<file path="src/design/jse_pkg.sv">
// Shared types, character codes and helper functions for the JSON string escaper.
package jse_pkg;

  // Default depth of the queue between the classifier and the serializer.
  localparam int QUEUE_DEPTH = 4;

  // Longest run of output bytes that one input item can cause.
  localparam int RUN_MAX = 8;
  localparam int RUN_W   = $clog2(RUN_MAX + 1);
  localparam int STEP_W  = $clog2(RUN_MAX);

  // Character codes.
  localparam logic [7:0] CHR_QUOTE   = 8'h22;
  localparam logic [7:0] CHR_BSLASH  = 8'h5C;
  localparam logic [7:0] CHR_LF      = 8'h0A;
  localparam logic [7:0] CHR_CR      = 8'h0D;
  localparam logic [7:0] CHR_TAB     = 8'h09;
  localparam logic [7:0] CHR_BS      = 8'h08;
  localparam logic [7:0] CHR_FF      = 8'h0C;
  localparam logic [7:0] CHR_LOWER_N = 8'h6E;
  localparam logic [7:0] CHR_LOWER_R = 8'h72;
  localparam logic [7:0] CHR_LOWER_T = 8'h74;
  localparam logic [7:0] CHR_LOWER_B = 8'h62;
  localparam logic [7:0] CHR_LOWER_F = 8'h66;
  localparam logic [7:0] CHR_LOWER_U = 8'h75;
  localparam logic [7:0] CHR_LOWER_A = 8'h61;
  localparam logic [7:0] CHR_ZERO    = 8'h30;
  localparam logic [7:0] CTRL_LIMIT  = 8'h20;

  // Escape class of one input item.
  typedef enum logic [1:0] {
    KIND_NONE,
    KIND_PLAIN,
    KIND_SHORT,
    KIND_UNICODE
  } char_kind_t;

  // Classified item as it travels through the queue. For a short escape,
  // data holds the character that follows the backslash.
  typedef struct packed {
    char_kind_t kind;
    logic [7:0] data;
    logic       first;
    logic       last;
  } esc_desc_t;

  // Lowercase hex digit for one nibble.
  function automatic logic [7:0] hex_digit(input logic [3:0] v);
    logic [7:0] wide;
    wide = {4'b0000, v};
    if (v < 4'd10) begin
      return CHR_ZERO + wide;
    end
    return CHR_LOWER_A + wide - 8'd10;
  endfunction

  // Number of bytes that the character part of an item produces.
  function automatic logic [2:0] char_len(input char_kind_t kind);
    logic [2:0] len;
    unique case (kind)
      KIND_NONE:    len = 3'd0;
      KIND_PLAIN:   len = 3'd1;
      KIND_SHORT:   len = 3'd2;
      KIND_UNICODE: len = 3'd6;
      default:      len = 3'd0;
    endcase
    return len;
  endfunction

endpackage

</file>
<file path="src/design/jse_front.sv">
// Input side: accepts items and classifies each byte by its escape form.
module jse_front (
  input  logic                push,
  input  logic                q_full,
  input  logic [7:0]          char_byte,
  input  logic                has_char,
  input  logic                is_first,
  input  logic                is_last,
  output logic                q_wr,
  output jse_pkg::esc_desc_t  q_desc
);

  assign q_wr = push & ~q_full;

  always_comb begin
    q_desc.first = is_first;
    q_desc.last  = is_last;
    q_desc.data  = char_byte;
    q_desc.kind  = jse_pkg::KIND_PLAIN;
    if (!has_char) begin
      q_desc.kind = jse_pkg::KIND_NONE;
    end else begin
      unique case (char_byte) inside
        jse_pkg::CHR_QUOTE, jse_pkg::CHR_BSLASH: begin
          q_desc.kind = jse_pkg::KIND_SHORT;
        end
        jse_pkg::CHR_LF: begin
          q_desc.kind = jse_pkg::KIND_SHORT;
          q_desc.data = jse_pkg::CHR_LOWER_N;
        end
        jse_pkg::CHR_CR: begin
          q_desc.kind = jse_pkg::KIND_SHORT;
          q_desc.data = jse_pkg::CHR_LOWER_R;
        end
        jse_pkg::CHR_TAB: begin
          q_desc.kind = jse_pkg::KIND_SHORT;
          q_desc.data = jse_pkg::CHR_LOWER_T;
        end
        jse_pkg::CHR_BS: begin
          q_desc.kind = jse_pkg::KIND_SHORT;
          q_desc.data = jse_pkg::CHR_LOWER_B;
        end
        jse_pkg::CHR_FF: begin
          q_desc.kind = jse_pkg::KIND_SHORT;
          q_desc.data = jse_pkg::CHR_LOWER_F;
        end
        default: begin
          if (char_byte < jse_pkg::CTRL_LIMIT) begin
            q_desc.kind = jse_pkg::KIND_UNICODE;
          end else begin
            q_desc.kind = jse_pkg::KIND_PLAIN;
          end
        end
      endcase
    end
  end

endmodule

</file>
<file path="src/design/jse_queue.sv">
// Short queue of classified items between the classifier and the serializer.
module jse_queue #(
  parameter int DEPTH = jse_pkg::QUEUE_DEPTH
) (
  input  logic                clk,
  input  logic                rst,
  input  logic                wr,
  input  jse_pkg::esc_desc_t  wr_desc,
  input  logic                rd,
  output jse_pkg::esc_desc_t  rd_desc,
  output logic                valid,
  output logic                full
);

  localparam int PTR_W = $clog2(DEPTH);
  localparam int CNT_W = $clog2(DEPTH + 1);
  localparam logic [PTR_W-1:0] PTR_LAST  = PTR_W'(DEPTH - 1);
  localparam logic [CNT_W-1:0] CNT_DEPTH = CNT_W'(DEPTH);

  jse_pkg::esc_desc_t entries [DEPTH];
  logic [PTR_W-1:0]   wr_ptr;
  logic [PTR_W-1:0]   rd_ptr;
  logic [CNT_W-1:0]   count;
  logic               do_rd;

  assign valid   = (count != '0);
  assign full    = (count == CNT_DEPTH);
  assign rd_desc = entries[rd_ptr];
  assign do_rd   = rd & valid;

  always_ff @(posedge clk) begin
    if (wr) begin
      entries[wr_ptr] <= wr_desc;
    end
  end

  always_ff @(posedge clk) begin
    if (rst) begin
      wr_ptr <= '0;
      rd_ptr <= '0;
      count  <= '0;
    end else begin
      if (wr) begin
        wr_ptr <= (wr_ptr == PTR_LAST) ? '0 : wr_ptr + 1'b1;
      end
      if (do_rd) begin
        rd_ptr <= (rd_ptr == PTR_LAST) ? '0 : rd_ptr + 1'b1;
      end
      if (wr && !do_rd) begin
        count <= count + 1'b1;
      end else if (!wr && do_rd) begin
        count <= count - 1'b1;
      end
    end
  end

  a_no_write_when_full: assert property (@(posedge clk) disable iff (rst)
    wr |-> !full)
    else $error("queue written while full");

  a_count_tracks: assert property (@(posedge clk) disable iff (rst)
    (wr && !do_rd) |=> count == $past(count) + 1'b1)
    else $error("queue count did not follow a lone write");

endmodule

</file>
<file path="src/design/jse_back.sv">
// Output side: walks the byte run of each queued item into the result register.
module jse_back (
  input  logic                clk,
  input  logic                rst,
  input  jse_pkg::esc_desc_t  q_desc,
  input  logic                q_valid,
  output logic                q_rd,
  input  logic                pop,
  output logic                out_valid,
  output logic [7:0]          out_byte,
  output logic                last_of_run
);

  logic [jse_pkg::STEP_W-1:0] step;
  logic [jse_pkg::STEP_W-1:0] step_next;
  logic [jse_pkg::RUN_W-1:0]  run_len;
  logic [jse_pkg::RUN_W-1:0]  char_idx;
  logic [2:0]                 clen;
  logic [2:0]                 pos;
  logic [7:0]                 char_out;
  logic [7:0]                 byte_next;
  logic                       at_end;
  logic                       advance;
  logic                       emit;

  assign clen     = jse_pkg::char_len(q_desc.kind);
  assign run_len  = {3'b000, q_desc.first} + {1'b0, clen} + {3'b000, q_desc.last};
  assign char_idx = {1'b0, step} - {3'b000, q_desc.first};
  assign pos      = char_idx[2:0];
  assign at_end   = (run_len == '0) || ({1'b0, step} == run_len - 1'b1);
  assign advance  = q_valid && (!out_valid || pop);
  assign emit     = advance && (run_len != '0);
  assign q_rd     = advance && at_end;

  always_comb begin
    char_out = q_desc.data;
    case (q_desc.kind)
      jse_pkg::KIND_SHORT: begin
        if (pos == 3'd0) begin
          char_out = jse_pkg::CHR_BSLASH;
        end
      end
      jse_pkg::KIND_UNICODE: begin
        case (pos)
          3'd0:    char_out = jse_pkg::CHR_BSLASH;
          3'd1:    char_out = jse_pkg::CHR_LOWER_U;
          3'd2:    char_out = jse_pkg::CHR_ZERO;
          3'd3:    char_out = jse_pkg::CHR_ZERO;
          3'd4:    char_out = jse_pkg::hex_digit(q_desc.data[7:4]);
          default: char_out = jse_pkg::hex_digit(q_desc.data[3:0]);
        endcase
      end
      default: char_out = q_desc.data;
    endcase
  end

  always_comb begin
    if (q_desc.first && step == '0) begin
      byte_next = jse_pkg::CHR_QUOTE;
    end else if (char_idx < {1'b0, clen}) begin
      byte_next = char_out;
    end else begin
      byte_next = jse_pkg::CHR_QUOTE;
    end
  end

  always_comb begin
    step_next = step;
    if (advance) begin
      step_next = at_end ? '0 : step + 1'b1;
    end
  end

  always_ff @(posedge clk) begin
    if (rst) begin
      step      <= '0;
      out_valid <= 1'b0;
    end else begin
      step <= step_next;
      if (emit) begin
        out_valid <= 1'b1;
      end else if (pop) begin
        out_valid <= 1'b0;
      end
    end
  end

  always_ff @(posedge clk) begin
    if (emit) begin
      out_byte    <= byte_next;
      last_of_run <= at_end;
    end
  end

  a_idle_step_zero: assert property (@(posedge clk) disable iff (rst)
    !q_valid |-> step == '0)
    else $error("run position left nonzero with no queued item");

  a_step_in_run: assert property (@(posedge clk) disable iff (rst)
    (q_valid && run_len != '0) |-> {1'b0, step} < run_len)
    else $error("run position past the end of the run");

endmodule

</file>
<file path="src/design/json_string_escaper.sv">
// Top level of the JSON string escaper: classifier, item queue and byte serializer.
//
// Usage. An input transfer (push high, full low at a rising edge) carries one
// byte of a text string and three flags: has_char marks the byte as part of the
// string, is_first asks for an opening double quote before it and is_last for a
// closing quote after it. Each item gives a run of zero to eight output bytes:
// opening quote, escaped byte (one, two or six bytes), closing quote, with
// last_of_run set on the final byte. A result transfer needs pop high, empty low.
//
// Timing. The classifier writes each accepted item into a short queue at the
// transfer edge. The serializer takes the queue head and, while the result is
// empty or popped, loads one output byte per cycle into the result register;
// the first byte of a run passes the queue entry and the result register on
// its way out. A run holds the serializer until its last byte; an item with
// no output bytes only leaves the queue. Plain characters stream at one item
// per cycle while pop is high, and the queue takes up escape runs until full.
//
// Reset (rst, synchronous) empties the queue and the result register. When
// the receiver holds pop low the result byte stays in place, the serializer
// waits, and new items collect in the queue until it is full.
module json_string_escaper #(
  parameter int QUEUE_DEPTH = jse_pkg::QUEUE_DEPTH
) (
  input  logic       clk,
  input  logic       rst,
  input  logic       push,
  output logic       full,
  input  logic [7:0] char_byte,
  input  logic       has_char,
  input  logic       is_first,
  input  logic       is_last,
  output logic       empty,
  input  logic       pop,
  output logic [7:0] out_byte,
  output logic       last_of_run
);

  jse_pkg::esc_desc_t wr_desc;
  jse_pkg::esc_desc_t head_desc;
  logic               q_wr;
  logic               q_rd;
  logic               q_valid;
  logic               q_full;
  logic               out_valid;

  // Input side: classification happens on the way into the queue.
  jse_front u_front (
    .push      (push),
    .q_full    (q_full),
    .char_byte (char_byte),
    .has_char  (has_char),
    .is_first  (is_first),
    .is_last   (is_last),
    .q_wr      (q_wr),
    .q_desc    (wr_desc)
  );

  // Decoupling queue; full on the input port is the queue being full.
  jse_queue #(
    .DEPTH (QUEUE_DEPTH)
  ) u_queue (
    .clk     (clk),
    .rst     (rst),
    .wr      (q_wr),
    .wr_desc (wr_desc),
    .rd      (q_rd),
    .rd_desc (head_desc),
    .valid   (q_valid),
    .full    (q_full)
  );

  // Output side: one escaped byte per cycle into the result register while it is empty or popped.
  jse_back u_back (
    .clk         (clk),
    .rst         (rst),
    .q_desc      (head_desc),
    .q_valid     (q_valid),
    .q_rd        (q_rd),
    .pop         (pop),
    .out_valid   (out_valid),
    .out_byte    (out_byte),
    .last_of_run (last_of_run)
  );

  assign full  = q_full;
  assign empty = ~out_valid;

endmodule
</file>
<file path="config.mk">
export PLATFORM = sky130hd
export DESIGN_NAME = json_string_escaper
export DESIGN_NICKNAME = d
export VERILOG_FILES = /design/src/design/jse_pkg.sv /design/src/design/jse_front.sv /design/src/design/jse_queue.sv /design/src/design/jse_back.sv /design/src/design/json_string_escaper.sv
export SDC_FILE = /design/constraint.sdc
export NUM_CORES = 1
export LEC_CHECK = 0
export ABC_CLOCK_PERIOD_IN_PS = 6200
export BUFFER_PORTS_ARGS = -buffer_cell sky130_fd_sc_hd__buf_2
export CORE_MARGIN = 2
export CORE_UTILIZATION = 41
export CTS_CLUSTER_DIAMETER = 200
export CTS_CLUSTER_SIZE = 14
export DETAILED_ROUTE_END_ITERATION = 8
export HOLD_SLACK_MARGIN = 0.03
export SYNTH_ARGS = -nofsm -noshare
export SYNTH_HDL_FRONTEND = slang
export SYNTH_HIERARCHICAL = 1
export SYNTH_SLANG_ARGS = --single-unit
</file>
<file path="constraint.sdc">
create_clock -name clk -period 6.2 [get_ports clk]
set_input_delay 0.93 -clock clk [delete_from_list [all_inputs] [get_ports clk]]
set_output_delay 0.93 -clock clk [all_outputs]
set_load 0.01 [all_outputs]
</file>
# Yosys cells after proc, flatten, opt, wreduce, memory -nomap -nowiden
# Memories as Yosys holds them, arrays and structs flattened. A register that Yosys moved wholly into a read port is not among the register bits.
# Index checks and enable logic that the tools add are counted.
# Widths: inputs -> output; s select.
[op_classes]
add_sub_neg = 15
magnitude_cmp = 4
n_eq_ne = 18
n_mux = 30
bitwise_logic = 5
n_reduce_logical = 23
[op_table]
columns = ["operator", "n"]
rows = [
  ["$mux 8", 6],
  ["$eq 8x4->1 const B", 5],
  ["$pmux 8 s5", 1],
  ["$pmux 8 s4", 1],
  ["$add 7x4->8 const A", 2],
  ["$pmux 8 s2", 1],
  ["$sub 8x4->8 const B", 2],
  ["$add 6x4->7 const A", 2],
  ["$mux 2", 7],
  ["$pmux 3 s4", 1],
  ["$mux 1", 10],
  ["$mux 3", 3],
  ["$eq 2x2->1 const B", 4],
  ["$eq 8x6->1 const B", 1],
  ["$eq 8x7->1 const B", 1],
  ["$lt 4x4->1 const B", 2],
  ["$lt 8x6->1 const B", 1],
  ["$reduce_or 7->1", 1],
  ["$add 3x1->3 const B", 2],
  ["$eq 3x2->1 const B", 2],
  ["$eq 3x3->1 const B", 2],
  ["$logic_and 1x1->1", 6],
  ["$logic_not 3->1", 2],
  ["$reduce_or 5->1", 1],
  ["20 further kinds", 29],
]
[totals]
ff_bits = 20
mem_bits_rw = 48
inputBits = 15
output_inout_bits = 11
memories = 1
[mem_list]
columns = ["name", "depth", "width", "read_ports", "rd_ports_with_merged_regs", "wr", "line_no", "source"]
rows = [
  ["u_queue.entries", 4, 12, 1, 1, 1, "jse_queue.sv:20", "jse_pkg::esc_desc_t entries [DEPTH];"],
]

# Longest topological paths before layout
# Gate-level depths: netlist of the first run.
[depth]
depth_word = 12
depth_mapped = 20
ltp_nobuf = 19

# Modules after synthesis
# The synthesis of the first run kept the hierarchy.
[modules_own_cells]
columns = ["mod", "instances", "cells_per_inst", "area_per_inst_um2", "seq_area_each_um2"]
rows = [
  ["jse_queue", 1, 106, 2198.4, 1621.6],
  ["jse_back", 1, 136, 1166.1, 350.3],
  ["jse_front", 1, 36, 262.8, 0.0],
  ["json_string_escaper", 1, 1, 3.8, 0.0],
]

# Worst setup path after synthesis of the first run
# Ideal clock, no wire load.
[synth_path]
kind = "register to register"
start = "register (tool-made name)"
end = "register u_queue.count[2]"
setup_time_ps = 70
arrival_time_ps = 4046
t_required_ps = 6130
setup_slack_ps = 2084
stages_incl_launch_ff = 21
n_path_buf = 1
path_cell_list = "dfxtp_1 buf_6 mux4_2 inv_2 nand2_1 fa_1 inv_1 ha_1 inv_1 ha_1 xnor2_1 xnor3_1 nand4_2 a21oi_1 o31ai_4 ha_1 inv_1 fa_1 xor2_1 or3_1 a21oi_1"
[synth_rtl]
columns = ["item", "line_no", "source"]
rows = [
  ["end signal, assigned", "jse_queue.sv:50", "count <= count + 1'b1;"],
  ["end signal, assigned", "jse_queue.sv:52", "count <= count - 1'b1;"],
  ["end, declared", "jse_queue.sv:23", "logic [CNT_W-1:0] count;"],
]

==> results_dict.tcl, run 1 <==
set metrics [dict create \
    outcome "finished, final reports clean" \
    wl_um 6544 \
    slew_violations 0 \
    layout_common_cells "edfxtp_1 (57), buf_2 (25), inv_1 (22)" \
    cp.depth 19 \
    firstDrtPassIters 4 \
    max_freq_mhz 210.8 \
    max-slew-margin-rel_pct 32.32 \
    ff_latch_area_um2 1972 \
    drt_iter0_drc 54 \
    p_leak_nw 1.486 \
    rsz0062_at_grt "false" \
    yosysSeqAreaShare_pct 54.31 \
    grt-ovfl-total 0 \
    holdPathEnd "u_queue/rd_ptr[0]" \
    cts_setup_buffers 0 \
    drive_above_1_share_pct 21.79 \
    cts_tree "built" \
    avgRoutedWirePerCell_um 15.58 \
    nFillCells 799 \
    ys_warn_count 6 \
    syn-cell-area_um2 3631 \
    die_h_um 98.11 \
    arrival_ns 5.02 \
    period_share_pct 76.52 \
    finalClockSkew_ns 0.008521 \
    io_pins 26 \
    hold_violations 0 \
    grt_max_degree 15 \
    rows 34 \
    cp_num_buf_inv 4 \
    syn_avg_cell_area_um2 13.01 \
    ctsResizeCount 0 \
    initial_utilization_pct 42.05 \
    synth_ff_type "edfxtp_1" \
    clk_latency_ns 0.34 \
    r2r_end "u_queue/count[2]" \
    startpoint_type "flip-flop" \
    multiInputGateArea_um2 1504 \
    crit_fanout 12 \
    hpwl_um 4592 \
    fin_nets 340 \
    n_antenna_cell 0 \
    cp.required_ns 6.48 \
    cts_made_buffers 9 \
    synthDistinctLibCells 65 \
    syn_inst 279 \
    ys_ff_latch 70 \
    async_flop_share_pct 0 \
    ff2ff_setup_slack_ns 1.46 \
    critPathMaxStageDelay_ns 0.84 \
    grt_usage_pct 14.88 \
    syn_nets 312 \
    worstHoldPathCells 2 \
    layout_commonest_cell "edfxtp_1" \
    r2r_cells 19 \
    syn_to_final_growth_pct 10.48 \
    setup-violations-final 0 \
    cp-end-kind "flip-flop" \
    critPathSlowestCell "dfxtp_1" \
    postRouteAntennaNets 0 \
    port_buffers 25 \
    crit_type "flip-flop to flip-flop" \
    cts-root-buf "clkbuf_8" \
    core_area_um2 8636 \
    maxCapViolCount 0 \
    hp-start "u_queue/rd_ptr[0]" \
    cp_cell_sequence "mux4_2 -> inv_2 -> nand2_1 -> fa_1 -> inv_1 -> ha_1 -> inv_1 -> ha_1 -> xnor2_1 -> xnor3_1 -> nand4_2 -> a21oi_1 -> o31ai_4 -> ha_1 -> inv_1 -> fa_1 -> xor2_1 -> or3_1 -> a21oi_1" \
    tightest_slew_ns 1.013 \
    setup_tns_ns 0 \
    clock_sinks 70 \
    cts_max_path_buffers 2 \
    p_per_area_nw_per_um2 421.0 \
    holdWs_ns 0.5118 \
    via_count 2260 \
    grt_pass1_wl_um 11210 \
    hold_class "flip-flop to flip-flop" \
    post-route-min-period_ns 4.744 \
    synth_top_cell_area_share_pct 47.14 \
    post_drt_via_cell_ratio 5.381 \
    synth_edf_count 57 \
    place_congestion 0.8759 \
    cpLargestDelayFamily "adder cells" \
    netlist_top_cells_area "edfxtp_1 (47%), dfxtp_1 (7.2%), mux4_2 (6.2%), ha_1 (5.5%), inv_1 (2.3%)" \
    dieArea_um2 9625 \
    htreeDepth 3 \
    antenna_found_initial 0 \
    fp.dieW_um 98.11 \
    drcViolationCount 0 \
    grt_pass1_vias 2279 \
    synth_top_cell_by_area "edfxtp_1" \
    vdd_ir_drop_max_mv 0.1056 \
    hold_buffers 0 \
    cts.clk_slew.worst_paths_ns 0.08 \
]
## synth_stat cells (all sizes together) (6+ instances only)
library cell and n:
ha 16, a21oi 16, edfxtp 57, dfxtp 13
nand2 13, and2 7, inv 25, buf 6
o21ai 15, nor2 17, mux4 12, nand3 6
## sequential cells by signal, indices dropped and copies added (netlist names), named ones only
signal and flops:
u_back/last_of_run 1, u_back/out_valid 1, u_queue/wr_ptr 2, u_queue/entries 48, u_back/out_byte 8, u_queue/rd_ptr 2, u_queue/count 3, u_back/step 3
## power by group
part           internal, mW  switching (mW)
clock network         0.149           0.182
registers             0.617          0.0502
logic                 0.285           0.405
## final cells by class
type / instances / share of cell area (%)
clock buffers: 9 / 3.088
clock inverters: 7 / 1.372
inverters: 25 / 2.402
multi-input cells: 176 / 37.49
flip-flops and latches: 70 / 49.16
well taps: 108 / 3.369
repair buffers: 25 / 3.119
## cell families after synthesis
logic type      count (synthesis)  synth area share (%)
mux                            16                 8.753
simple gates                   69                 10.30
fa+ha+maj                      18                 6.616
buf+inv                        33                 4.273
flops                          70                 54.31
compound gates                 64                 12.99
xor+xnor                        9                 2.757
## how the worst max path moves through the flow
| stage | endpoint | slack [ns] | start |
|---|---|---|---|
| global route | u_queue/count[2] | 1.05 | flip-flop |
| floorplan | u_queue/count[2] | 2.08 | flip-flop |
| finish | u_queue/count[2] | 1.46 | flip-flop |
| CTS | u_queue/count[2] | 1.37 | flip-flop |
| detailed placement | u_queue/count[2] | 1.41 | flip-flop |
| global placement | u_queue/count[2] | 1.57 | flip-flop |
## worst min-delay path, delay by kind of cell, from the launching register on
family | cells | cell delay (ns)
and+or+nand+nor | 1 | 0.08
AOI/OAI and AO/OA | 1 | 0.06
DFF | 1 | 0.32
## per-layer routing
layer	GRT usage, %	wire length [µm]
met5	0	0
met4	7.692	123
met3	2.362	202
met2	24.97	3258
met1	18.63	2961
## metrics by stage
stage	instances	util [%]	power, mW	area (µm²)	worst slack [ns]
floorplan	279	-	1.207	3631	2.084
CTS	420	46.45	1.704	4011	1.368
global placement	404	44.38	1.348	3832	1.574
detailed placement	404	44.38	1.364	3832	1.414
finish	420	46.45	1.689	4011	1.456
global route	420	46.45	1.819	4011	1.054
No activity file was read; power rests on OpenSTA's default activity.
==> inputs of run 2 (changes only) <==
Settings changed: ABC_CLOCK_PERIOD_IN_PS 6200 to 4200.
Clock period 6.2 ns to 4.2 ns, I/O delays scaled along.
==> results_dict.tcl, run 2 (same netlist as run 1, synthesis figures left out) <==
set metrics [dict create \
    outcome "finished, final reports clean" \
    dieArea_um2 9625 \
    setup-violations-final 0 \
    cts_max_path_buffers 2 \
    via_count 2313 \
    htreeDepth 3 \
    syn_to_final_growth_pct 16.44 \
    drive_above_1_share_pct 28.53 \
    cts_tree "built" \
    io_pins 26 \
    post-route-min-period_ns 3.992 \
    max-slew-margin-rel_pct 56.82 \
    initial_utilization_pct 42.05 \
    place_congestion 0.8859 \
    fp.dieW_um 98.11 \
    firstDrtPassIters 4 \
    avgRoutedWirePerCell_um 15.26 \
    clock_sinks 70 \
    clk_latency_ns 0.34 \
    core_area_um2 8636 \
    max_freq_mhz 250.5 \
    grt_pass1_wl_um 11270 \
    wl_um 6622 \
    p_per_area_nw_per_um2 655.3 \
    grt_usage_pct 14.84 \
    hp-start "u_queue/rd_ptr[0]" \
    rows 34 \
    top_register "u_queue/entries" \
    cts.clk_slew.worst_paths_ns 0.08 \
    die_h_um 98.11 \
    antenna_found_initial 0 \
    cp.required_ns 4.47 \
    cts_made_buffers 9 \
    hold_class "flip-flop to flip-flop" \
    nFillCells 785 \
    fin_nets 354 \
    grt-ovfl-total 0 \
    hold_violations 0 \
    drcViolationCount 0 \
    arrival_ns 4.26 \
    n_antenna_cell 0 \
    tightest_slew_ns 0.6478 \
    vdd_ir_drop_max_mv 0.2108 \
    startpoint_type "flip-flop" \
    finalClockSkew_ns 0.01022 \
    cts-root-buf "clkbuf_8" \
    layout_commonest_cell "edfxtp_1" \
    crit_type "flip-flop to flip-flop" \
    slew_violations 0 \
    setup_tns_ns 0 \
    p_leak_nw 1.574 \
    period_share_pct 95.06 \
    hpwl_um 4706 \
    drt_iter0_drc 106 \
    grt_max_degree 14 \
    largest_register_ff_count 48 \
    layout_common_cells "edfxtp_1 (57), buf_2 (25), inv_1 (20)" \
    maxCapViolCount 0 \
    top_regs "u_queue/entries x48, u_back/out_byte x8" \
    holdWs_ns 0.4935 \
    cp-end-kind "flip-flop" \
    post_drt_via_cell_ratio 5.329 \
    crit_fanout 6 \
    grt_pass1_vias 2301 \
    port_buffers 25 \
    postRouteAntennaNets 0 \
]
-- run 2: changes by cell type in the layout (fill, tap and decap cells not counted), sizes merged --
cell and delta:
clkinv +1, inv -2, clkinvlp -1, bufinv +2, buf +14
-- run 2: worst max-delay path: stages, from the launching register on --
cell and delay (ns):
dfxtp_4 0.37, buf_6 0.14, mux4_2 0.51, nand2_1 0.11, fa_2 0.24, inv_2 0.05
ha_4 0.26, inv_2 0.04, ha_4 0.15, xnor2_1 0.18, xnor3_1 0.28, nand4_4 0.11
a21oi_2 0.08, o31ai_4 0.08, ha_2 0.24, inv_1 0.06, fa_2 0.37, xor2_2 0.16
or3_4 0.38, a21oi_2 0.13
-- run 2: repair_timing --
action                                  CTS  global route
gates cloned                              0             0
pin swaps                                 0             4
endpoints found under the setup margin    1             2
hold buffers                              0             0
buffers inserted                          0             7
gates resized for setup                   1            15
hold endpoints to repair                  0             0
-- run 2: report_power, final --
part / switching (mW) / total [mW] / internal, mW
combinational: 0.662 / 1.20 / 0.543
clock: 0.259 / 0.595 / 0.336
sequential: 0.0600 / 0.971 / 0.911
-- run 2: worst paths after layout --
check | to | slack, ns | depth (start not counted)
worst max-delay path | u_queue/count[2] | 0.21 | 19
worst min-delay path | flip-flop | 0.49 | 2
worst max register to register | u_queue/count[2] | 0.21 | 19
worst min register to register | flip-flop | 0.49 | 2
-- run 2: metrics by stage --
stage	utilization (%)	total power [mW]	std cells	setup slack, ns	instance area [µm²]
6_report	48.96	2.771	434	0.2077	4228
5_1_grt	48.96	2.973	434	-0.001443	4228
4_1_cts	47.57	2.642	427	0.06034	4108
3_5_place_dp	44.99	2.039	411	0.02398	3885
3_3_place_gp	44.99	2.020	411	0.1284	3885
2_1_floorplan	-	1.782	279	0.08417	3631
-- run 2: cell type report --
class                      instances  area [µm²]  share of cell area, %
multi-input combinational        176        1565                  37.02
sequential                        70        1976                  46.73
clock inverter                     7       97.59                  2.308
timing repair buffer              39       234.0                  5.534
inverter                          25       96.34                  2.279
clock buffer                       9       123.9                  2.930
tap                              108       135.1                  3.196
-- run 2: layer usage --
layer,global-route usage (%),vias to the layer above,wire length (µm)
met5,0,-,0
met2,25.03,59,3397
met3,2.434,9,244
li1,-,1136,-
met4,6.517,0,89
met1,18.91,1109,2890
